File: src/sme_pkg.sv
// Shared types, codes and decode tables of the stack machine execute unit.
`timescale 1ns / 1ps
package sme_pkg;

  localparam int unsigned StackDepthDef = 256;
  localparam int unsigned MemBytesDef   = 4096;
  localparam int unsigned DataW         = 32;
  localparam int unsigned KindW         = 5;
  localparam int unsigned EventW        = 2;
  localparam int unsigned CondW         = 2;
  localparam int unsigned ErrW          = 3;
  localparam int unsigned DepthW        = 9;

  typedef enum logic [KindW-1:0] {
    K_PUSH, K_ADD, K_SUB, K_MUL, K_DIV, K_MOD, K_EQ, K_NEQ,
    K_GT, K_LT, K_GE, K_LE, K_NOT, K_AND, K_OR, K_XOR,
    K_SHL, K_SHR, K_PRINT, K_DUP, K_SWAP, K_DROP, K_OVER, K_ROT,
    K_NIP, K_DUPD, K_SWAPD, K_STORE, K_LOAD, K_STORECOUNT, K_TEST, K_EXIT
  } kind_e;

  typedef enum logic [EventW-1:0] {EV_NONE, EV_PRINT, EV_EXIT, EV_TEST} event_e;

  typedef enum logic [CondW-1:0] {COND_FALSE, COND_TRUE, COND_OTHER} cond_e;

  typedef enum logic [ErrW-1:0] {
    ERR_NONE, ERR_UNDERFLOW, ERR_OVERFLOW, ERR_DIV_ZERO, ERR_ADDRESS
  } err_e;

  typedef enum logic [2:0] {
    ST_IDLE, ST_READ, ST_EXEC, ST_DIV, ST_LOAD, ST_WRITE, ST_RESULT
  } state_e;

  typedef struct packed {
    logic             start;
    logic [DataW-1:0] dividend;
    logic [DataW-1:0] divisor;
  } div_req_t;

  typedef struct packed {
    logic             done;
    logic [DataW-1:0] quotient;
    logic [DataW-1:0] remainder;
  } div_rsp_t;

  // Number of stack entries an instruction needs on the stack.
  function automatic logic [1:0] need_of(kind_e k);
    logic [1:0] n;
    unique case (k)
      K_PUSH, K_STORECOUNT: n = 2'd0;
      K_NOT, K_PRINT, K_DUP, K_DROP, K_LOAD, K_TEST, K_EXIT: n = 2'd1;
      K_ROT, K_SWAPD: n = 2'd3;
      default: n = 2'd2;
    endcase
    return n;
  endfunction

  // Net change of the stack depth.
  function automatic logic signed [2:0] net_of(kind_e k);
    logic signed [2:0] n;
    unique case (k)
      K_PUSH, K_DUP, K_OVER, K_DUPD, K_STORECOUNT: n = 3'sd1;
      K_NOT, K_SWAP, K_ROT, K_SWAPD, K_LOAD: n = 3'sd0;
      K_STORE: n = -3'sd2;
      default: n = -3'sd1;
    endcase
    return n;
  endfunction

endpackage

File: src/sme_divider.sv
// Iterative signed 32-bit divider, one quotient bit per cycle.
`timescale 1ns / 1ps
module sme_divider (
  input  logic               clk_i,
  input  logic               rst_ni,
  input  sme_pkg::div_req_t  req_i,
  output sme_pkg::div_rsp_t  rsp_o
);

  localparam int unsigned W = sme_pkg::DataW;

  logic             busy_q, done_q, qneg_q, rneg_q;
  logic [4:0]       cnt_q;
  logic [W-1:0]     rem_q, quo_q, dvs_q;
  logic [W:0]       shifted, diff;
  logic [W-1:0]     dvd_mag, dvs_mag;

  assign dvd_mag = req_i.dividend[W-1] ? (~req_i.dividend + W'(1)) : req_i.dividend;
  assign dvs_mag = req_i.divisor[W-1] ? (~req_i.divisor + W'(1)) : req_i.divisor;
  assign shifted = {rem_q, quo_q[W-1]};
  assign diff    = shifted - {1'b0, dvs_q};

  always_ff @(posedge clk_i or negedge rst_ni) begin
    if (!rst_ni) begin
      busy_q <= 1'b0;
      done_q <= 1'b0;
      cnt_q  <= '0;
    end else begin
      done_q <= 1'b0;
      if (req_i.start) begin
        busy_q <= 1'b1;
        cnt_q  <= '0;
      end else if (busy_q) begin
        cnt_q <= cnt_q + 5'd1;
        if (cnt_q == 5'd31) begin
          busy_q <= 1'b0;
          done_q <= 1'b1;
        end
      end
    end
  end

  always_ff @(posedge clk_i) begin
    if (req_i.start) begin
      rem_q  <= '0;
      quo_q  <= dvd_mag;
      dvs_q  <= dvs_mag;
      qneg_q <= req_i.dividend[W-1] ^ req_i.divisor[W-1];
      rneg_q <= req_i.dividend[W-1];
    end else if (busy_q) begin
      // restoring step: keep the trial difference when it does not go negative
      if (!diff[W]) begin
        rem_q <= diff[W-1:0];
        quo_q <= {quo_q[W-2:0], 1'b1};
      end else begin
        rem_q <= shifted[W-1:0];
        quo_q <= {quo_q[W-2:0], 1'b0};
      end
    end
  end

  assign rsp_o.done      = done_q;
  assign rsp_o.quotient  = qneg_q ? (~quo_q + W'(1)) : quo_q;
  assign rsp_o.remainder = rneg_q ? (~rem_q + W'(1)) : rem_q;

endmodule

File: config.mk
export PLATFORM = sky130hd
export DESIGN_NAME = sme_divider
export DESIGN_NICKNAME = d
export VERILOG_FILES = /design/src/sme_pkg.sv /design/src/sme_divider.sv
export SDC_FILE = /design/constraint.sdc
export NUM_CORES = 1
export LEC_CHECK = 0
export BUFFER_PORTS_ARGS = -buffer_cell sky130_fd_sc_hd__buf_2
export CORE_ASPECT_RATIO = 0.5
export CORE_MARGIN = 1
export CORE_UTILIZATION = 60
export CTS_BUF_LIST = sky130_fd_sc_hd__clkbuf_8 sky130_fd_sc_hd__clkbuf_16
export CTS_CLUSTER_DIAMETER = 50
export CTS_CLUSTER_SIZE = 8
export DETAILED_ROUTE_END_ITERATION = 10
export PLACE_DENSITY = 0.84
export SYNTH_ARGS = -nofsm -noshare
export SYNTH_HDL_FRONTEND = slang
export SYNTH_SLANG_ARGS = --single-unit
File: constraint.sdc
create_clock -name clk_i -period 7.05 [get_ports clk_i]
set_input_delay 1.0575 -clock clk_i [delete_from_list [all_inputs] [get_ports clk_i]]
set_output_delay 1.0575 -clock clk_i [all_outputs]
set_load 0.005 [all_outputs]
Yosys cells after proc, flatten, opt, wreduce, memory -nomap -nowiden
Index checks and enable logic that the tools add are counted.
- memories kept: 0
- input port bits: 67
- memory bits (read-only): 0
- RAM bits: 0
- output and inout bits: 65
- word-level logic and storage cells: 38
- flip-flop bits (word level): 105
- bits in latches: 0
- shifts and indexed selects: 0
- equal/unequal tests: 1
- add/sub/neg operators: 6
- multiplexer cells: 16
- multiply operators: 0
- $lt $le $gt $ge: 0
- div/mod/pow operators: 0
- reductions and logical operators: 1
- bitwise operators: 5
- operator list (cell ; count):
    $mux W32 ; 6
    $add A32 B1 Y32 const B ; 4
    $not A32 Y32 ; 4
    $sub A33 B32 Y33 ; 1
    $mux W31 ; 1
    $mux W5 ; 2
    $mux W1 ; 7
    $add A5 B1 Y5 const B ; 1
    $eq A5 B5 Y1 const B ; 1
    $reduce_bool A2 Y1 ; 1
    $xor A1 B1 Y1 ; 1

Depth between registers and ports, before layout
Gate-level depths: netlist of the first run.
- word-level depth: 4
- depth in mapped cells: 15
- gate-level depth less buffers: 14

Least setup slack after synthesis of the first run
No wires, ideal clock.
- path type: register to output
- start: register quo_q[17]
- end: output rsp_o[61] in the netlist's numbering
- buffers on the path: 0
- arrival: 2.822 ns
- data required time: 5.992 ns
- slack: 3.171 ns
- cell stages (with the launch flop): 8
- cells stage by stage: edfxtp_1 > or4_4 > or4_4 > or2_4 > or3_4 > or4_4 > o41ai_2 > xnor2_1
- RTL lines (item ; line ; text):
    from (decl) ; sme_divider.sv:14 ; logic [W-1:0] rem_q, quo_q, dvs_q;
    from (signal assigned) ; sme_divider.sv:46 ; quo_q <= dvd_mag;
    from (signal assigned) ; sme_divider.sv:54 ; quo_q <= {quo_q[W-2:0], 1'b1};
    from (signal assigned) ; sme_divider.sv:57 ; quo_q <= {quo_q[W-2:0], 1'b0};
    to (decl) ; sme_divider.sv:7 ; output sme_pkg::div_rsp_t rsp_o

==> results of run 1 <==
layout make-up:
type                    instances  area share (%)
multi-input cells             735            55.1
flip-flops and latches        105            30.4
repair buffers                134            7.38
clock buffers                   9            2.44
well taps                     170            2.31
inverters                      49            2.00
clock inverters                 7           0.434
logic make-up (layout without fill, tap and decap cells):
family                   count (synthesis)  after routing  share of synthesized area, %
flip-flops                             105            105                          34.0
AND/OR/NAND/NOR                        276            276                          16.6
multiplexers                            29             29                          3.52
buffers and inverters                   93            199                          4.48
AO/OA/AOI/OAI                          240            240                          19.4
adder cells (fa/ha/maj)                 39             39                          6.02
XOR/XNOR                               151            151                          16.1
flip-flops by register name, indices dropped and copies added (netlist names):
| register | count |
|---|---|
| busy_q | 1 |
| rem_q | 32 |
| dvs_q | 32 |
| quo_q | 32 |
| qneg_q | 1 |
| rneg_q | 1 |
| done_q | 1 |
| cnt_q | 5 |
routing by layer:
layer	vias up	track usage (%)	wire length, µm
li1	3589	-	-
met1	3460	39.8	9120
met2	339	43.9	8510
met3	25	3.96	1490
met4	0	6.17	227
met5	-	0	0
power by group:
group          switching [mW]  internal [mW]  total [mW]
Combinational           0.535          0.486        1.02
Sequential             0.0974          0.733       0.830
Clock                   0.216          0.236       0.452
layout by cell type (no fill, tap or decap), types with 9 or more instances in the layout:
master / instances
xor2_1: 43
o31ai_1: 29
inv_1: 51
or3_1: 16
or4_1: 12
o41ai_1: 18
ha_1: 38
a21oi_1: 58
buf_2: 130
nor4_1: 9
nor2_1: 84
nand3_1: 9
a211oi_1: 21
edfxtp_1: 66
clkbuf_16: 9
mux2i_1: 29
nand2_1: 82
o21ai_0: 57
a21o_1: 13
dfxtp_1: 32
xnor2_1: 107
worst max-delay path: stages (launching register included):
cell,delay (ns)
edfxtp_1,0.44
nor2_1,0.16
nand4b_1,0.14
or3_1,0.38
inv_2,0.06
nand2_1,0.08
or4_4,0.48
or3_4,0.36
or4_4,0.45
o41ai_2,0.25
xnor2_1,0.15
buf_2,0.13
worst paths after layout:
path	cells after the start	startpoint	slack, ns	endpoint
hold reg to reg	2	cnt_q[3]	0.55	cnt_q[3]
min in group clk_i	2	cnt_q[3]	0.55	cnt_q[3]
hold / removal	1	rst_ni	0.53	cnt_q[2]
max in group asynchronous	1	rst_ni	6.36	cnt_q[1]
setup reg to reg	15	quo_q[31]	3.13	rem_q[6]
setup / recovery	11	quo_q[2]	2.55	rsp_o[61]
==> flow_metrics.env, run 1 <==
export IMPL_status="completed"
export IMPL_core_area_um2=13000
export IMPL_die_w_um=168
export IMPL_seq_area_um2=2800
export IMPL_netlist_instances=933
export IMPL_antenna_found_initial=0
export IMPL_period_needed_ns=4.50
export IMPL_final_util_pct=70.8
export IMPL_grt_usage_pct=27.5
export IMPL_slew_violations=0
export IMPL_via_per_inst=6.13
export IMPL_post_cts_setup_buffers=0
export IMPL_whs_ns=0.527
export IMPL_clock_sinks=105
export IMPL_synth_cell_types=68
export IMPL_synthTopCellsByArea="edfxtp_1, xnor2_1, dfxtp_1, ha_1, xor2_1"
export IMPL_num_vias=7413
export IMPL_synth_top_area_cell="edfxtp_1"
export IMPL_post_dp_hpwl_um=14600
export IMPL_critPathCaptureType="output pin"
export IMPL_initial_core_util_pct=63.2
export IMPL_layout_setup_ws_ns=2.55
export IMPL_drt_wirelength_per_cell_um=16.0
export IMPL_placed_area_um2=8950
export IMPL_p_total_mw=2.30
export IMPL_drtPass1Iterations=6
export IMPL_io_pins=132
export IMPL_clk_latency_ns=0.35
export IMPL_ys_seq_area_share_pct=34.0
export IMPL_grt_pass1_vias=6556
export IMPL_arrival_ns=3.44
export IMPL_startpoint_type="flop"
export IMPL_dieArea_um2=14200
export IMPL_skew_ns=0.00807
export IMPL_required_ns=5.99
export IMPL_ant_nets=0
export IMPL_synth_warnings=0
export IMPL_fin_area_um2=9220
export IMPL_finalCritPeriodShare_pct=63.8
export IMPL_synthTopCellsByCount="xnor2_1, nor2_1, nand2_1"
export IMPL_synth_edff_count=66
export IMPL_cts_root_buf="clkbuf_16"
export IMPL_ctsResizeCount=0
export IMPL_grt_pass1_wl_um=31600
export IMPL_synth_area_um2=8240
export IMPL_ir_worst_vdd_mv=0.122
export IMPL_cts_buffers=9
export IMPL_p_leak_nw=3.84
export IMPL_gp_congestion=0.944
export IMPL_fill_cells=1015
export IMPL_drv_cap=0
export IMPL_port_buffers=131
export IMPL_hold_viol=0
export IMPL_drt_initial_drc_count=946
export IMPL_cts_tree="built"
export IMPL_stdcell_count=1209
export IMPL_n_antenna_cell=0
export IMPL_cts_max_level=3
export IMPL_fmax_ghz=0.222
export IMPL_async_flop_share_pct=6.67
export IMPL_drc=0
export IMPL_maxSlewHeadroom_pct=20.7
export IMPL_place_ws_ns=2.93
export IMPL_rsz0062_at_grt="false"
export IMPL_multi_input_comb_area_um2=5080
export IMPL_area_growth_synth_to_final_pct=11.9
export IMPL_grt_overflow=0
export IMPL_clk_transition_reported_paths_ns=0.07
export IMPL_avgSynthCellArea_um2=8.83
export IMPL_path_max_fanout=5
export IMPL_ctsHoldBuffers=0
export IMPL_grt_max_degree=105
export IMPL_ys_seq_elements=105
export IMPL_synth_top_area_share_pct=24.1
export IMPL_syn_num_nets=1039
export IMPL_worst_hold_path_type="in2async"
export IMPL_crit_type="reg2out"
export IMPL_dp_cells=1193
export IMPL_nets=1140
export IMPL_ys_flop_type="edfxtp_1"
export IMPL_drt_total_wl_um=19400
export IMPL_num_rows=29
export IMPL_p_per_area_nw_per_um2=250
export IMPL_worstMarginPinSlew_ns=1.19
export IMPL_drive_gt1_share_pct=16.3
export IMPL_tns_ns=0
export IMPL_setup_violations=0
export IMPL_cts_buffer_depth=2
export IMPL_synth_most_common_cell="xnor2_1"
export IMPL_die_h_um=84.9
Power figures use the tool's default switching activity.
==> run 2: changes to the inputs <==
- CORE_UTILIZATION: 60 -> 58
- PLACE_DENSITY: 0.84 -> 0.82
- clock period: 7.05 -> 4.3 ns (I/O delays scaled with it)
==> run 2 against run 1 <==
- first-iteration DRC count is 25% lower
- critical path depth is the same
- global-route usage shrank 0.13 points
- design area is 1.2% higher
- sequential power rose by 64%
- hold slack worse by 0.41 ns
- register-to-register slack lost 2.7 ns
- combinational power is 67% higher
- via count fell by 0.26%
- total power grew 71%
==> flow_metrics.env, run 2 (synthesis gave the netlist of run 1 again) <==
export IMPL_status="completed"
export IMPL_r2r_cells=15
export IMPL_n_antenna_cell=0
export IMPL_slew_violations=0
export IMPL_clk_transition_reported_paths_ns=0.07
export IMPL_fmax_ghz=0.243
export IMPL_grt_usage_pct=27.4
export IMPL_final_cell_mix="buf_2, xnor2_1, nor2_1"
export IMPL_fin_area_um2=9320
export IMPL_setup_violations=0
export IMPL_post_cts_setup_buffers=0
export IMPL_period_needed_ns=4.11
export IMPL_reg2reg_to="rem_q[21]"
export IMPL_p_leak_nw=3.88
export IMPL_cts_max_level=3
export IMPL_core_area_um2=13700
export IMPL_grt_pass1_vias=6561
export IMPL_critPathCaptureType="output pin"
export IMPL_worstMarginPinSlew_ns=0.975
export IMPL_worst_hold_path_type="in2async"
export IMPL_antenna_found_initial=0
export IMPL_dieArea_um2=14700
export IMPL_drv_cap=0
export IMPL_reg_top3="dvs_q (32), quo_q (32), rem_q (32)"
export IMPL_ir_worst_vdd_mv=0.237
export IMPL_drive_gt1_share_pct=16.7
export IMPL_num_vias=7394
export IMPL_ctsHoldBuffers=0
export IMPL_crit_reg2reg_launch="quo_q[31]"
export IMPL_grt_max_degree=62
export IMPL_maxSlewHeadroom_pct=35.0
export IMPL_required_ns=3.65
export IMPL_nets=1144
export IMPL_drc=0
export IMPL_via_per_inst=5.99
export IMPL_clk_latency_ns=0.35
export IMPL_startpoint_type="flop"
export IMPL_area_growth_synth_to_final_pct=13.2
export IMPL_ctsResizeCount=0
export IMPL_post_dp_hpwl_um=15000
export IMPL_skew_ns=0.00906
export IMPL_crit_type="reg2out"
export IMPL_placed_area_um2=9010
export IMPL_gp_congestion=0.921
export IMPL_ant_nets=0
export IMPL_tns_ns=0
export IMPL_final_common_cell="buf_2"
export IMPL_drt_total_wl_um=19900
export IMPL_clock_sinks=105
export IMPL_r2r_setup_slack_ns=0.47
export IMPL_cts_buffers=9
export IMPL_path_max_fanout=5
export IMPL_hold_viol=0
export IMPL_finalCritPeriodShare_pct=95.7
export IMPL_grt_pass1_wl_um=32200
export IMPL_die_w_um=171
export IMPL_num_rows=30
export IMPL_cts_tree="built"
export IMPL_rsz0062_at_grt="false"
export IMPL_drt_wirelength_per_cell_um=16.2
export IMPL_cts_buffer_depth=2
export IMPL_initial_core_util_pct=60.1
export IMPL_die_h_um=86.3
export IMPL_grt_overflow=0
export IMPL_cts_root_buf="clkbuf_16"
export IMPL_drt_initial_drc_count=707
export IMPL_p_total_mw=3.93
export IMPL_io_pins=132
export IMPL_p_per_area_nw_per_um2=422
export IMPL_drtPass1Iterations=5
export IMPL_port_buffers=131
export IMPL_arrival_ns=3.47
run 2: cell type report:
type / instances / area [µm²]
fillers: 1121 / 4380
flip-flops and latches: 105 / 2800
inverters: 49 / 184
multi-input cells: 735 / 5080
repair buffers: 138 / 711
clock buffers: 9 / 225
clock inverters: 7 / 88.8
well taps: 192 / 240
run 2: metrics by stage:
step                      cells  setup slack (ns)  hold slack [ns]  utilization [%]
after floorplan             933             0.833            0.349                -
after global placement     1219             0.639            0.483             65.8
after detailed placement   1219             0.559            0.486             65.8
after CTS                  1235             0.179            0.114             68.1
after global routing       1235            0.0364            0.118             68.1
final                      1235             0.186            0.120             68.1
run 2: metal layers:
| metal | vias to the layer above | part of all wire [%] | GRT usage (%) |
|---|---|---|---|
| met5 | - | 0 | 0 |
| li1 | 3596 | - | - |
| met1 | 3423 | 47 | 38.3 |
| met4 | 0 | 1.2 | 7.45 |
| met3 | 25 | 7.5 | 5.21 |
| met2 | 350 | 44 | 43.6 |
run 2: worst max-delay path by stage:
stage | startpoint | cells after the start | endpoint
3_3_place_gp | quo_q[2] | 11 | rsp_o[63]
2_1_floorplan | quo_q[17] | 7 | rsp_o[61]
5_1_grt | quo_q[2] | 11 | rsp_o[63]
3_5_place_dp | quo_q[2] | 11 | rsp_o[63]
6_report | quo_q[3] | 11 | rsp_o[63]
4_1_cts | quo_q[2] | 11 | rsp_o[63]
run 2: power by group:
group          total [mW]  switching (mW)  internal, mW  leakage, nW
combinational        1.70           0.897         0.805         2.71
clock               0.872           0.365         0.506        0.158
sequential           1.36           0.159          1.20         1.01
total                3.93            1.42          2.51         3.88
run 2: worst max-delay path, cell delays in order, from the launching register on:
cell and delay, ns:
edfxtp_1 0.43, nor2_1 0.18, nand4b_1 0.13, or3_1 0.38, inv_2 0.06, nand2_1 0.07
or4_4 0.48, or3_4 0.36, or4_4 0.46, o31ai_2 0.23, xnor2_1 0.18, buf_2 0.16
